<file path="src/rtl/ssd_pkg.sv">
// Shared types, codes and constants of the seven-segment scan driver.
// Used by ssd_ctrl, ssd_datapath and seven_segment_scan_driver_top; no dependencies.
`timescale 1ns / 1ps

package ssd_pkg;

  // Default parameter values
  localparam int MAX_DIGITS_DEF = 16;
  localparam int TIMER_BITS_DEF = 16;

  // Field widths
  localparam int OP_W       = 3;
  localparam int POS_W      = 4;
  localparam int CHAR_W     = 7;
  localparam int NUM_W      = 15;
  localparam int SEG_W      = 8;
  localparam int EN_W       = 16;
  localparam int PIN_MAP_W  = 24;
  localparam int COUNT_W    = 5;
  localparam int PERIOD_W   = 16;
  localparam int CFG_IDX_W  = 3;
  localparam int CFG_DATA_W = 24;

  // Operation codes
  localparam logic [OP_W-1:0] OP_TICK    = 3'd0;
  localparam logic [OP_W-1:0] OP_CHAR    = 3'd1;
  localparam logic [OP_W-1:0] OP_BLINK   = 3'd2;
  localparam logic [OP_W-1:0] OP_NUMBER  = 3'd3;
  localparam logic [OP_W-1:0] OP_SAVE    = 3'd4;
  localparam logic [OP_W-1:0] OP_RESTORE = 3'd5;

  // Configuration register indexes
  localparam logic [CFG_IDX_W-1:0] CFG_PIN_MAP       = 3'd0;
  localparam logic [CFG_IDX_W-1:0] CFG_INVERT        = 3'd1;
  localparam logic [CFG_IDX_W-1:0] CFG_DIGIT_COUNT   = 3'd2;
  localparam logic [CFG_IDX_W-1:0] CFG_REFRESH       = 3'd3;
  localparam logic [CFG_IDX_W-1:0] CFG_BLINK_PERIOD  = 3'd4;

  // Configuration reset values
  localparam logic [PIN_MAP_W-1:0] PIN_MAP_RST  = 24'd16434824;
  localparam logic [COUNT_W-1:0]   COUNT_RST    = 5'd4;
  localparam logic [PERIOD_W-1:0]  REFRESH_RST  = 16'd100;
  localparam logic [PERIOD_W-1:0]  BLINK_RST    = 16'd5000;

  // Divide by ten through the reciprocal 0xCCCD, shifted right by 19
  localparam logic [15:0] RECIP_TEN  = 16'hCCCD;
  localparam int          RECIP_SHFT = 19;
  localparam logic [CHAR_W-1:0] CHAR_ZERO = 7'h30;

  typedef struct packed {
    logic [OP_W-1:0]   op;
    logic [POS_W-1:0]  position;
    logic [CHAR_W-1:0] char_code;
    logic              blink_flag;
    logic [NUM_W-1:0]  number;
  } in_item_t;

  typedef struct packed {
    logic [SEG_W-1:0] segments;
    logic [EN_W-1:0]  digit_enable;
    logic             blink_phase;
  } out_item_t;

  // Controller to datapath
  typedef struct packed {
    logic start;
    logic conv_step;
    logic load_out;
  } ssd_cmd_t;

  // Datapath to controller
  typedef struct packed {
    logic conv_last;
  } ssd_status_t;

  // Glyph table, segment a in the top bit, decimal point in the bottom bit
  function automatic logic [SEG_W-1:0] glyph_of(input logic [CHAR_W-1:0] c);
    logic [SEG_W-1:0] g;
    case (c)
      7'h30:   g = 8'b11111100;
      7'h31:   g = 8'b01100000;
      7'h32:   g = 8'b11011010;
      7'h33:   g = 8'b11110010;
      7'h34:   g = 8'b01100110;
      7'h35:   g = 8'b10110110;
      7'h36:   g = 8'b10111110;
      7'h37:   g = 8'b11100000;
      7'h38:   g = 8'b11111110;
      7'h39:   g = 8'b11110110;
      7'h2D:   g = 8'h02;
      7'h5F:   g = 8'h10;
      7'h60:   g = 8'h80;
      7'h2E:   g = 8'h01;
      default: g = 8'h00;
    endcase
    return g;
  endfunction

endpackage

</file>
<file path="src/rtl/ssd_ctrl.sv">
// Controller of the seven-segment scan driver: request sequencing and output handshake.
// Depends on ssd_pkg.
`timescale 1ns / 1ps

module ssd_ctrl (
  input  logic                        clk,
  input  logic                        rst,
  input  logic                        in_valid,
  output logic                        in_stall,
  input  logic [ssd_pkg::OP_W-1:0]    op,
  output logic                        out_valid,
  input  logic                        out_stall,
  output ssd_pkg::ssd_cmd_t           cmd,
  input  ssd_pkg::ssd_status_t        status
);

  typedef enum logic [2:0] {
    ST_IDLE = 3'b001,
    ST_CONV = 3'b010,
    ST_EMIT = 3'b100
  } state_t;

  state_t state, state_next;
  logic   out_free;
  logic   accept;

  assign in_stall = (state != ST_IDLE);
  assign accept   = in_valid && (state == ST_IDLE);
  assign out_free = !out_valid || !out_stall;

  // Sequence one request at a time
  always_comb begin
    state_next    = state;
    cmd.start     = 1'b0;
    cmd.conv_step = 1'b0;
    cmd.load_out  = 1'b0;
    case (state)
      ST_IDLE: begin
        if (in_valid) begin
          cmd.start  = 1'b1;
          state_next = (op == ssd_pkg::OP_NUMBER) ? ST_CONV : ST_EMIT;
        end
      end
      ST_CONV: begin
        cmd.conv_step = 1'b1;
        if (status.conv_last) state_next = ST_EMIT;
      end
      ST_EMIT: begin
        if (out_free) begin
          cmd.load_out = 1'b1;
          state_next   = ST_IDLE;
        end
      end
      default: state_next = ST_IDLE;
    endcase
  end

  always_ff @(posedge clk) begin
    if (rst) begin
      state     <= ST_IDLE;
      out_valid <= 1'b0;
    end else begin
      state <= state_next;
      if (cmd.load_out) out_valid <= 1'b1;
      else if (!out_stall) out_valid <= 1'b0;
    end
  end

  // Never overwrite a result that is still held
  a_no_overwrite: assert property (@(posedge clk) disable iff (rst)
    !(cmd.load_out && out_valid && out_stall))
    else $error("result overwritten while stalled");

  // A loaded result is offered next cycle
  a_load_shows: assert property (@(posedge clk) disable iff (rst)
    cmd.load_out |=> out_valid)
    else $error("loaded result not offered");

  // A number write goes to conversion
  a_number_conv: assert property (@(posedge clk) disable iff (rst)
    (accept && op == ssd_pkg::OP_NUMBER) |=> (state == ST_CONV))
    else $error("number write skipped conversion");

  // Any other request goes straight to the result
  a_other_emit: assert property (@(posedge clk) disable iff (rst)
    (accept && op != ssd_pkg::OP_NUMBER) |=> (state == ST_EMIT))
    else $error("request did not reach result stage");

endmodule

</file>
<file path="src/rtl/ssd_datapath.sv">
// Datapath of the seven-segment scan driver: configuration, digit store, timers,
// decimal conversion and segment mapping. Depends on ssd_pkg.
`timescale 1ns / 1ps

module ssd_datapath #(
  parameter int MAX_DIGITS = ssd_pkg::MAX_DIGITS_DEF,
  parameter int TIMER_BITS = ssd_pkg::TIMER_BITS_DEF
) (
  input  logic                              clk,
  input  logic                              rst,
  input  logic                              cfg_write_enable,
  input  logic [ssd_pkg::CFG_IDX_W-1:0]     cfg_index,
  input  logic [ssd_pkg::CFG_DATA_W-1:0]    cfg_data,
  input  ssd_pkg::in_item_t                 in_item,
  output ssd_pkg::out_item_t                out_item,
  input  ssd_pkg::ssd_cmd_t                 cmd,
  output ssd_pkg::ssd_status_t              status
);

  localparam int IDX_W = (MAX_DIGITS > 1) ? $clog2(MAX_DIGITS) : 1;
  localparam int CMP_W = (TIMER_BITS + 1 > ssd_pkg::PERIOD_W + 1) ?
                         TIMER_BITS + 1 : ssd_pkg::PERIOD_W + 1;
  localparam int Q_W   = ssd_pkg::NUM_W + 16 - ssd_pkg::RECIP_SHFT;

  // Configuration
  logic [ssd_pkg::PIN_MAP_W-1:0] pin_map;
  logic                          invert;
  logic [ssd_pkg::COUNT_W-1:0]   digit_count;
  logic [ssd_pkg::PERIOD_W-1:0]  refresh_period;
  logic [ssd_pkg::PERIOD_W-1:0]  blink_period;

  // Display state
  logic [ssd_pkg::CHAR_W-1:0] digit_chars [MAX_DIGITS];
  logic                       digit_blink [MAX_DIGITS];
  logic [ssd_pkg::CHAR_W-1:0] saved_chars [MAX_DIGITS];
  logic                       saved_blink [MAX_DIGITS];
  logic [ssd_pkg::POS_W-1:0]  scan_position;
  logic                       blink_state;
  logic [TIMER_BITS-1:0]      refresh_count;
  logic [TIMER_BITS-1:0]      blink_count;

  // Conversion
  logic [ssd_pkg::NUM_W-1:0] num_reg;
  logic [IDX_W-1:0]          conv_idx;

  logic [ssd_pkg::COUNT_W-1:0] count_eff;
  logic [IDX_W-1:0]            conv_first;
  logic                        pos_ok;
  logic [IDX_W-1:0]            pos_idx;
  logic [TIMER_BITS:0]         refresh_nx;
  logic [TIMER_BITS:0]         blink_nx;
  logic [ssd_pkg::PERIOD_W-1:0] refresh_eff;
  logic [ssd_pkg::PERIOD_W-1:0] blink_eff;
  logic                        refresh_hit;
  logic                        blink_hit;
  logic [ssd_pkg::COUNT_W-1:0] scan_nx;
  logic [30:0]                 prod;
  logic [Q_W-1:0]              quot;
  logic [ssd_pkg::NUM_W-1:0]   quot_ten;
  logic [3:0]                  rem;
  logic [IDX_W-1:0]            scan_idx;
  logic [ssd_pkg::SEG_W-1:0]   glyph;
  logic [ssd_pkg::SEG_W-1:0]   mapped;
  logic [ssd_pkg::EN_W-1:0]    onehot;
  ssd_pkg::out_item_t          display;

  function automatic logic [30:0] in_num_ext(input logic [ssd_pkg::NUM_W-1:0] v);
    return 31'(v);
  endfunction

  // Clamp digit count into one to MAX_DIGITS
  always_comb begin
    if (digit_count == '0) count_eff = ssd_pkg::COUNT_W'(1);
    else if (digit_count > ssd_pkg::COUNT_W'(MAX_DIGITS)) count_eff = ssd_pkg::COUNT_W'(MAX_DIGITS);
    else count_eff = digit_count;
  end

  assign conv_first = IDX_W'(count_eff - ssd_pkg::COUNT_W'(1));
  assign pos_ok     = ({1'b0, in_item.position} < ssd_pkg::COUNT_W'(MAX_DIGITS));
  assign pos_idx    = in_item.position[IDX_W-1:0];

  // Timers elapse at the period or on counter overflow
  assign refresh_eff = (refresh_period == '0) ? ssd_pkg::PERIOD_W'(1) : refresh_period;
  assign blink_eff   = (blink_period == '0) ? ssd_pkg::PERIOD_W'(1) : blink_period;
  assign refresh_nx  = {1'b0, refresh_count} + (TIMER_BITS + 1)'(1);
  assign blink_nx    = {1'b0, blink_count} + (TIMER_BITS + 1)'(1);
  assign refresh_hit = (CMP_W'(refresh_nx) >= CMP_W'(refresh_eff)) || refresh_nx[TIMER_BITS];
  assign blink_hit   = (CMP_W'(blink_nx) >= CMP_W'(blink_eff)) || blink_nx[TIMER_BITS];
  assign scan_nx     = {1'b0, scan_position} + ssd_pkg::COUNT_W'(1);

  // Divide by ten with the reciprocal, remainder by subtraction
  assign prod     = 31'(in_num_ext(num_reg) * ssd_pkg::RECIP_TEN);
  assign quot     = prod[30:ssd_pkg::RECIP_SHFT];
  assign quot_ten = ssd_pkg::NUM_W'({quot, 3'b000}) + ssd_pkg::NUM_W'({quot, 1'b0});
  assign rem      = 4'(num_reg - quot_ten);
  assign status.conv_last = (conv_idx == '0);

  // Segment byte and enable of the scanned digit
  assign scan_idx = ({1'b0, scan_position} < ssd_pkg::COUNT_W'(MAX_DIGITS)) ?
                    scan_position[IDX_W-1:0] : '0;

  always_comb begin
    glyph = ssd_pkg::glyph_of(digit_chars[scan_idx]);
    if (digit_blink[scan_idx] && blink_state) glyph = '0;
    mapped = '0;
    for (int m = 0; m < 8; m++) begin
      if (glyph[7-m]) mapped = mapped | (ssd_pkg::SEG_W'(1) << pin_map[21-3*m +: 3]);
    end
  end

  assign onehot               = ssd_pkg::EN_W'(1) << scan_position;
  assign display.segments     = invert ? ~mapped : mapped;
  assign display.digit_enable = invert ? onehot : ~onehot;
  assign display.blink_phase  = blink_state;

  // Configuration and display state
  always_ff @(posedge clk) begin
    if (rst) begin
      pin_map        <= ssd_pkg::PIN_MAP_RST;
      invert         <= 1'b0;
      digit_count    <= ssd_pkg::COUNT_RST;
      refresh_period <= ssd_pkg::REFRESH_RST;
      blink_period   <= ssd_pkg::BLINK_RST;
      for (int i = 0; i < MAX_DIGITS; i++) begin
        digit_chars[i] <= '0;
        digit_blink[i] <= 1'b0;
        saved_chars[i] <= '0;
        saved_blink[i] <= 1'b0;
      end
      scan_position <= '0;
      blink_state   <= 1'b0;
      refresh_count <= '0;
      blink_count   <= '0;
    end else begin
      if (cfg_write_enable) begin
        case (cfg_index)
          ssd_pkg::CFG_PIN_MAP:      pin_map        <= cfg_data[ssd_pkg::PIN_MAP_W-1:0];
          ssd_pkg::CFG_INVERT:       invert         <= cfg_data[0];
          ssd_pkg::CFG_DIGIT_COUNT:  digit_count    <= cfg_data[ssd_pkg::COUNT_W-1:0];
          ssd_pkg::CFG_REFRESH:      refresh_period <= cfg_data[ssd_pkg::PERIOD_W-1:0];
          ssd_pkg::CFG_BLINK_PERIOD: blink_period   <= cfg_data[ssd_pkg::PERIOD_W-1:0];
          default: ;
        endcase
      end
      if (cmd.start) begin
        case (in_item.op)
          ssd_pkg::OP_TICK: begin
            if (refresh_hit) begin
              refresh_count <= '0;
              scan_position <= (scan_nx >= count_eff) ? '0 : scan_nx[ssd_pkg::POS_W-1:0];
            end else begin
              refresh_count <= refresh_nx[TIMER_BITS-1:0];
            end
            if (blink_hit) begin
              blink_count <= '0;
              blink_state <= ~blink_state;
            end else begin
              blink_count <= blink_nx[TIMER_BITS-1:0];
            end
          end
          ssd_pkg::OP_CHAR: begin
            if (pos_ok) digit_chars[pos_idx] <= in_item.char_code;
          end
          ssd_pkg::OP_BLINK: begin
            if (pos_ok) digit_blink[pos_idx] <= in_item.blink_flag;
          end
          ssd_pkg::OP_SAVE: begin
            saved_chars <= digit_chars;
            saved_blink <= digit_blink;
          end
          ssd_pkg::OP_RESTORE: begin
            digit_chars <= saved_chars;
            digit_blink <= saved_blink;
          end
          default: ;
        endcase
      end
      // Store one decimal digit per cycle, rightmost first
      if (cmd.conv_step) digit_chars[conv_idx] <= ssd_pkg::CHAR_ZERO + ssd_pkg::CHAR_W'(rem);
    end
  end

  // Conversion working registers and output register
  always_ff @(posedge clk) begin
    if (cmd.start && in_item.op == ssd_pkg::OP_NUMBER) begin
      num_reg  <= in_item.number;
      conv_idx <= conv_first;
    end else if (cmd.conv_step) begin
      num_reg  <= ssd_pkg::NUM_W'(quot);
      conv_idx <= conv_idx - IDX_W'(1);
    end
    if (cmd.load_out) out_item <= display;
  end

endmodule

</file>
<file path="src/rtl/seven_segment_scan_driver_top.sv">
// Top level of the multiplexed seven-segment scan driver.
// Depends on ssd_pkg, ssd_ctrl and ssd_datapath.
`timescale 1ns / 1ps

// Each request returns one result: the segment byte and digit enable of the
// digit being scanned once the request has taken effect. Ticks, character and
// blink writes, save and restore go straight to the result stage; a number
// write first passes through conversion, where the datapath converts one
// decimal digit per cycle through a single divide-by-ten stage. The result
// sits in an output register, so the next request is taken while a result is
// still held; a further result waits until that register is free.
// Configuration is written through a plain write port, one register per write.
module seven_segment_scan_driver_top #(
  parameter int MAX_DIGITS = ssd_pkg::MAX_DIGITS_DEF,
  parameter int TIMER_BITS = ssd_pkg::TIMER_BITS_DEF
) (
  input  logic                            clk,
  input  logic                            rst,
  input  logic                            cfg_write_enable,
  input  logic [ssd_pkg::CFG_IDX_W-1:0]   cfg_index,
  input  logic [ssd_pkg::CFG_DATA_W-1:0]  cfg_data,
  input  logic                            in_valid,
  output logic                            in_stall,
  input  ssd_pkg::in_item_t               in_item,
  output logic                            out_valid,
  input  logic                            out_stall,
  output ssd_pkg::out_item_t              out_item
);

  ssd_pkg::ssd_cmd_t    cmd;
  ssd_pkg::ssd_status_t status;

  // Request sequencing
  ssd_ctrl u_ctrl (
    .clk       (clk),
    .rst       (rst),
    .in_valid  (in_valid),
    .in_stall  (in_stall),
    .op        (in_item.op),
    .out_valid (out_valid),
    .out_stall (out_stall),
    .cmd       (cmd),
    .status    (status)
  );

  // Storage, timers and segment mapping
  ssd_datapath #(
    .MAX_DIGITS (MAX_DIGITS),
    .TIMER_BITS (TIMER_BITS)
  ) u_datapath (
    .clk              (clk),
    .rst              (rst),
    .cfg_write_enable (cfg_write_enable),
    .cfg_index        (cfg_index),
    .cfg_data         (cfg_data),
    .in_item          (in_item),
    .out_item         (out_item),
    .cmd              (cmd),
    .status           (status)
  );

endmodule
</file>
<file path="config.mk">
export PLATFORM = sky130hd
export DESIGN_NAME = seven_segment_scan_driver_top
export DESIGN_NICKNAME = d
export VERILOG_FILES = /design/src/rtl/ssd_pkg.sv /design/src/rtl/ssd_ctrl.sv /design/src/rtl/ssd_datapath.sv /design/src/rtl/seven_segment_scan_driver_top.sv
export SDC_FILE = /design/constraint.sdc
export NUM_CORES = 1
export LEC_CHECK = 0
export ABC_AREA = 0
export BUFFER_PORTS_ARGS = -buffer_cell sky130_fd_sc_hd__buf_2
export CAP_MARGIN = 20
export CORE_ASPECT_RATIO = 0.8
export CORE_MARGIN = 2
export CORE_UTILIZATION = 55
export CTS_CLUSTER_DIAMETER = 200
export DETAILED_ROUTE_END_ITERATION = 7
export PLACE_DENSITY = 0.8
export SYNTH_ARGS = -nofsm -noshare
export SYNTH_HDL_FRONTEND = slang
export SYNTH_HIERARCHICAL = 1
export SYNTH_SLANG_ARGS = --single-unit
</file>
<file path="constraint.sdc">
create_clock -name clk -period 12.92 [get_ports clk]
set_clock_uncertainty 0.05 [all_clocks]
set_input_delay 2.584 -clock clk [delete_from_list [all_inputs] [get_ports clk]]
set_output_delay 2.584 -clock clk [all_outputs]
set_load 0.02 [all_outputs]
</file>
==> out/metrics.cfg, run 1 <==
[route]
drt_iter0_drc = 2602
wl_per_cell_um = 20.6
via_count = 22600
vias_per_cell = 6.30
ant_nets = 0
dr.pass1.iters = 8
drc = 0
wl_um = 73900

[sta]
slew-limit-headroom = 0.171
fin_hold_ws_ns = 0.404
final-setup-viol-count = 0
fin_crit_sh = 0.521
grt_setup_unrepaired = false
worst_pin_slew_ns = 1.24
tns_ns = 0
max_freq_mhz = 148
period_needed_ns = 6.74
slew_violations = 0
hold_viol_final = 0

[cells_and_area]
largestRegisters = u_datapath/digit_chars x112, u_datapath/saved_chars x112, u_datapath/out_item x25
antenna_cells = 0
syn_to_final_growth_pct = 8.88
finalNetCount = 3226
n_fill_cell = 3752
final_layout_size_suffix_gt1_frac = 0.106

[placed_design]
hpwl_um = 50800
globalplace.congestion = 0.972
port_buffers = 88

[critical_path]
reg2regPathDepth = 22
cp-end-kind = flop
critical_path_class = flop to flop
cp.arrival_ns = 6.94
worst_path_max_delay_cell = fa_1
required_ns = 13.12
path_max_fanout = 7
crit_top_cell = inv_1
max_stage_delay_ns = 0.58
crit_chain = ha_1, xnor2_1, inv_1, fa_1, inv_1, fa_1, inv_1, fa_1, inv_1, fa_1, inv_1, ha_1, a211oi_1, a221oi_1, o41ai_1, a21boi_0, a41oi_1, a21oi_1, a211o_1, a31oi_1, xor2_1, o21ai_0
startpoint_type = flop

[floorplan]
pin_count = 89
core_area_mm2 = 0.0445
core.rowCount = 69
die_height_um = 194
die_w_um = 241
initial_core_util = 0.558
dieArea_mm2 = 0.0468

[power_and_ir_drop]
seq_power_share = 0.235
power.switching_uw = 2630
power_frac_clock = 0.202
p_per_area_mw_per_mm2 = 213
swShare = 0.459
p_comb_frac = 0.563
p_leak_uw = 0.0102
peakVddDrop_uv = 564
p_int_uw = 3110

[yosys]
yosys_warnings = 6
yosysSeqAreaShare = 0.343
synthesis.area_mm2 = 0.0248
syn_area_per_cell_um2 = 8.39
ys_ff_latch = 403
synth_largest_area_cell = dfxtp_1
synth_edf_count = 44
synth_cell_types = 83
synth-async-reset-ratio = 0
synth.most_common_cell = nand2_1
synth_top_area_frac = 0.290
synth_flop_cell = dfxtp_1
netlist_instances = 2955
ys_top_cells_by_area = dfxtp_1, nand2_1, ha_1, a21oi_1, edfxtp_1
synth_common_cells = nand2_1, dfxtp_1, a21oi_1
synth_fp_nets = 3235

[clocking]
cts_tree = yes
clock-root-buffer = clkbuf_16
cts_max_level = 2
clk_path_buf_depth = 3
hold_buffers = 0
cts_setup_buffers = 0
cts_resized = 0
cts_buffers = 41
cts_sinks = 403
cts.clk_slew.worst_paths_ns = 0.07
clk_latency_ns = 0.55

[grt]
grt_overflow = 0
grt_max_degree = 103
grt_usage = 0.309
antenna_found_initial = 2
grt_first_pass_wirelength_um = 117000
grt_pass1_vias = 21800

[worst_hold_path]
hp-class = flop to flop
hold_depth = 2

[flow_run]
maxCapViolCount = 0

[run_status]
status = completed

worst paths after layout:
check,end,slack [ns],start
worst min register to register,u_datapath/saved_chars[28]$_SDFFE_PP0P_,0.40,u_datapath/saved_chars[28]$_SDFFE_PP0P_
worst max register to register,u_datapath/num_reg[10]$_DFFE_PP_,6.18,u_datapath/num_reg[6]$_DFFE_PP_
worst max-delay path,u_datapath/num_reg[10]$_DFFE_PP_,6.18,u_datapath/num_reg[6]$_DFFE_PP_
worst min-delay path,u_datapath/saved_chars[28]$_SDFFE_PP0P_,0.40,u_datapath/saved_chars[28]$_SDFFE_PP0P_
layout make-up:
cell class | count | area [um^2] | share of cell area
tap | 603 | 754 | 0.0280
sequential | 403 | 8510 | 0.315
clock inverter | 15 | 86.3 | 0.00320
clock buffer | 59 | 1200 | 0.0446
inverter | 173 | 651 | 0.0241
timing repair buffer | 134 | 863 | 0.0320
multi-input combinational | 2193 | 14900 | 0.553
power groups by stage:
| stage | Combinational, uW | Sequential [uW] | Clock (uW) |
|---|---|---|---|
| 6_report | 3230 | 1350 | 1160 |
| 5_1_grt | 3530 | 1350 | 1220 |
| 4_1_cts | 3150 | 1350 | 1170 |
| 3_5_place_dp | 3110 | 1370 | 0 |
| 3_3_place_gp | 3050 | 1370 | 0 |
| 2_1_floorplan | 2120 | 1370 | 0 |
layout by cell type (no fill, tap or decap), types with 13 or more instances in the layout:
cell,instances
o21ai_0,86
dfxtp_1,357
nor2b_1,31
mux2_2,52
a22oi_1,35
a21oi_1,273
mux2i_1,44
xnor2_1,41
and3_1,14
buf_2,87
nand2_1,575
a221oi_1,97
buf_4,41
xor2_1,37
nor2_1,176
fa_1,55
o21a_1,39
nand3_1,54
o211ai_1,21
a211oi_1,15
mux4_2,30
nand2b_1,14
o22ai_1,47
nand4_1,33
a31oi_1,13
nor3_1,44
edfxtp_1,44
inv_1,171
ha_1,163
and2_1,21
a21o_1,15
clkbuf_16,42
nor4_1,15
layer usage:
| metal | wire, um | vias to the layer above | GRT usage |
|---|---|---|---|
| li1 | - | 10400 | - |
| met2 | 32400 | 1244 | 0.470 |
| met1 | 30800 | 10700 | 0.429 |
| met5 | 23 | - | 0 |
| met4 | 2800 | 4 | 0.126 |
| met3 | 7880 | 226 | 0.0632 |
worst max-delay path: cells and delay by family, from the launching register on:
kind	cells	cell delay (ns)
buffers and inverters	5	0.35
AOI/OAI and AO/OA	9	2.28
xor gates and xnor gates	2	0.44
adders and majority gates	6	2.77
DFF	1	0.54
stage by stage:
step | cells | area [um^2] | power (uW) | setup WS, ns | util
CTS | 3574 | 26900 | 5660 | 6.27 | 0.605
detailed placement | 3500 | 25600 | 4490 | 6.33 | 0.576
global route | 3580 | 27000 | 6100 | 5.85 | 0.607
global placement | 3498 | 25600 | 4420 | 6.49 | 0.575
finish | 3580 | 27000 | 5740 | 6.18 | 0.607
floorplan | 2955 | 24800 | 3490 | 6.98 | -
kinds of logic (layout without fill, tap and decap cells):
kind of cell             count (synthesis)  in the layout  synth area share
XOR/XNOR                                78             78            0.0276
AND/OR/NAND/NOR                       1048           1048             0.188
adder cells (fa/ha/maj)                218            218             0.127
buffers and inverters                  359            381            0.0565
multiplexers                           126            126            0.0686
AO/OA/AOI/OAI                          723            723             0.190
flip-flops                             403            403             0.343
Note: power is estimated with default switching activity, not from simulation.
==> run 2, diff against run 1 <==
clock period = 6.8 ns   (was 12.92 ns; I/O delays follow)
==> run 2 against run 1 <==
Net effect:
- highest routed layer unchanged
- via count increased by 0.92%
- register-to-register slack worse by 5.9 ns
- final cell count about the same
- largest cell class unchanged
- fmax increased by 3.6%
==> out/metrics.cfg, run 2 (synthesis gave the netlist of run 1 again) <==
[clocking]
cts.clk_slew.worst_paths_ns = 0.06  ; about the same
cts_max_level = 2  ; unchanged
clk_path_buf_depth = 3  ; unchanged
cts_tree = yes
clock-root-buffer = clkbuf_16
clk_latency_ns = 0.56  ; about the same
hold_buffers = 0  ; unchanged
cts_sinks = 403  ; unchanged
cts_buffers = 41  ; unchanged

[worst_hold_path]
min_to = u_datapath/saved_chars[14]$_SDFFE_PP0P_
hold_depth = 2  ; unchanged
min-delay-start = u_datapath/saved_chars[14]$_SDFFE_PP0P_
hp-class = flop to flop

[power_and_ir_drop]
p_leak_uw = 0.0102  ; about the same
p_per_area_mw_per_mm2 = 406  ; +91%
peakVddDrop_uv = 1200  ; +110%

[route]
dr.pass1.iters = 7  ; -1
via_count = 22800  ; +0.92%
drc = 0  ; unchanged
drt_iter0_drc = 3097  ; +19%
wl_um = 73900  ; about the same
ant_nets = 0  ; unchanged
vias_per_cell = 6.36  ; +0.89%
wl_per_cell_um = 20.6  ; about the same

[sta]
slew_violations = 0  ; unchanged
slew-limit-headroom = 0.247  ; +0.0762
worst_pin_slew_ns = 1.13  ; -0.114 ns
tns_ns = 0  ; unchanged
final-setup-viol-count = 0  ; unchanged
hold_viol_final = 0  ; unchanged
max_freq_mhz = 154  ; +3.6%
fin_crit_sh = 0.956  ; +0.435
grt_setup_unrepaired = false
period_needed_ns = 6.50  ; -0.233 ns

[floorplan]
die_height_um = 194  ; unchanged
core_area_mm2 = 0.0445  ; unchanged
pin_count = 89  ; unchanged
dieArea_mm2 = 0.0468  ; unchanged
core.rowCount = 69  ; unchanged
initial_core_util = 0.558  ; unchanged
die_w_um = 241  ; unchanged

[critical_path]
reg2regPathDepth = 20  ; -9.1%
critical_path_class = flop to flop
path_max_fanout = 5  ; -2
cp.arrival_ns = 6.71  ; -0.23 ns
cp-end-kind = flop
startpoint_type = flop
reg2reg_to = u_datapath/num_reg[10]$_DFFE_PP_
rrSetupSlack_ns = 0.30  ; -5.89 ns
required_ns = 7.00  ; -6.12 ns
reg2reg_from = u_datapath/num_reg[9]$_DFFE_PP_

[placed_design]
port_buffers = 88  ; unchanged
hpwl_um = 51700  ; +1.7%
globalplace.congestion = 0.968  ; -0.40%
dpl-instance-area_mm2 = 0.0256  ; +0.17%

[grt]
busiest_layer = met2
use_met3 = 0.0515  ; -0.0117
grt_overflow = 0  ; unchanged
grt_first_pass_wirelength_um = 117000  ; +0.25%
grt_pass1_vias = 21700  ; -0.46%
grtUsageMet1 = 0.450  ; +0.0210
grt_max_degree = 114  ; +11%
grt_usage = 0.311  ; +0.00160
antenna_found_initial = 2  ; unchanged
grtUsageMet2 = 0.471  ; +0.000851

[cells_and_area]
n_fill_cell = 3725  ; -0.72%
layout_common_cells = nand2_1, dfxtp_1, a21oi_1
final_common_cell = nand2_1
final_layout_size_suffix_gt1_frac = 0.108  ; +0.00239
fin_area_mm2 = 0.0270  ; about the same
largestRegisters = u_datapath/digit_chars x112, u_datapath/saved_chars x112, u_datapath/out_item x25
syn_to_final_growth_pct = 8.89  ; about the same
finalNetCount = 3227  ; +0.031%

[flow_run]
maxCapViolCount = 0  ; unchanged

[run_status]
status = completed

-- run 2: changes by cell type in the layout (fill, tap and decap cells not counted), moves of 3 or more --
cell,previous run,this run
buf_16,3,0
clkbuf_1,8,5
inv_4,0,3
clkbuf_8,9,5
-- run 2: final cells by class --
| cell class | instances | area, um^2 | share of cell area |
|---|---|---|---|
| clock inverters | 20 | 158 | 0.00584 |
| well taps | 603 | 754 | 0.0280 |
| flip-flops and latches | 403 | 8510 | 0.315 |
| clock buffers | 52 | 1140 | 0.0422 |
| multi-input cells | 2193 | 14900 | 0.553 |
| repair buffers | 135 | 840 | 0.0311 |
| diodes | 2 | 5.00 | 0.000185 |
| inverters | 173 | 651 | 0.0241 |
-- run 2: layer usage --
layer | up-vias | part of all wire
li1 | 10400 | -
met1 | 10900 | 0.42
met2 | 1275 | 0.44
met3 | 193 | 0.11
met4 | 2 | 0.034
met5 | - | 0.00018
-- run 2: where the power goes --
part / internal [uW] / switching [uW] / total, uW
registers: 2510 / 46.6 / 2560
clock network: 1200 / 1000 / 2200
logic: 2250 / 3950 / 6200
total: 5960 / 5000 / 11000
-- run 2: worst max-delay path, stage by stage (launching register included) --
cell and delay, ns:
edfxtp_1 0.48, ha_1 0.39, fa_1 0.66, fa_1 0.45, ha_1 0.31, a21o_1 0.20, fa_1 0.51, inv_1 0.05
fa_1 0.47, inv_1 0.04, ha_1 0.32, a211oi_2 0.34, a221oi_1 0.15, o41ai_1 0.11, a21boi_0 0.26, a41oi_1 0.47
a21oi_2 0.16, a211o_1 0.32, a31oi_1 0.21, xor2_1 0.17, o21ai_0 0.08
-- run 2: timing repair --
item	in CTS	in global routing
resized for setup	0	3
setup buffers	0	0
endpoints found under the setup margin	0	18
-- run 2: per-stage QoR --
step	total power [uW]	worst slack (ns)	hold WS, ns	util	std cells
after floorplan	6600	0.863	0.383	-	2955
after global placement	8500	0.297	0.391	0.577	3504
after detailed placement	8610	0.168	0.396	0.577	3505
after CTS	10800	0.119	0.404	0.606	3577
after global routing	11700	0.0344	0.416	0.607	3580
final	11000	0.297	0.405	0.607	3581
-- run 2: how the worst max path moves through the flow --
stage | from | to | cells past startpoint
6_report | u_datapath/num_reg[9]$_DFFE_PP_ | u_datapath/num_reg[10]$_DFFE_PP_ | 20
3_3_place_gp | u_datapath/num_reg[9]$_DFFE_PP_ | u_datapath/num_reg[10]$_DFFE_PP_ | 20
5_1_grt | u_datapath/num_reg[9]$_DFFE_PP_ | u_datapath/num_reg[10]$_DFFE_PP_ | 20
4_1_cts | u_datapath/num_reg[9]$_DFFE_PP_ | u_datapath/num_reg[10]$_DFFE_PP_ | 20
3_5_place_dp | u_datapath/num_reg[9]$_DFFE_PP_ | u_datapath/num_reg[10]$_DFFE_PP_ | 20
2_1_floorplan | u_datapath/num_reg[9]$_DFFE_PP_ | u_datapath/digit_chars[52]$_SDFF_PP0_ | 22
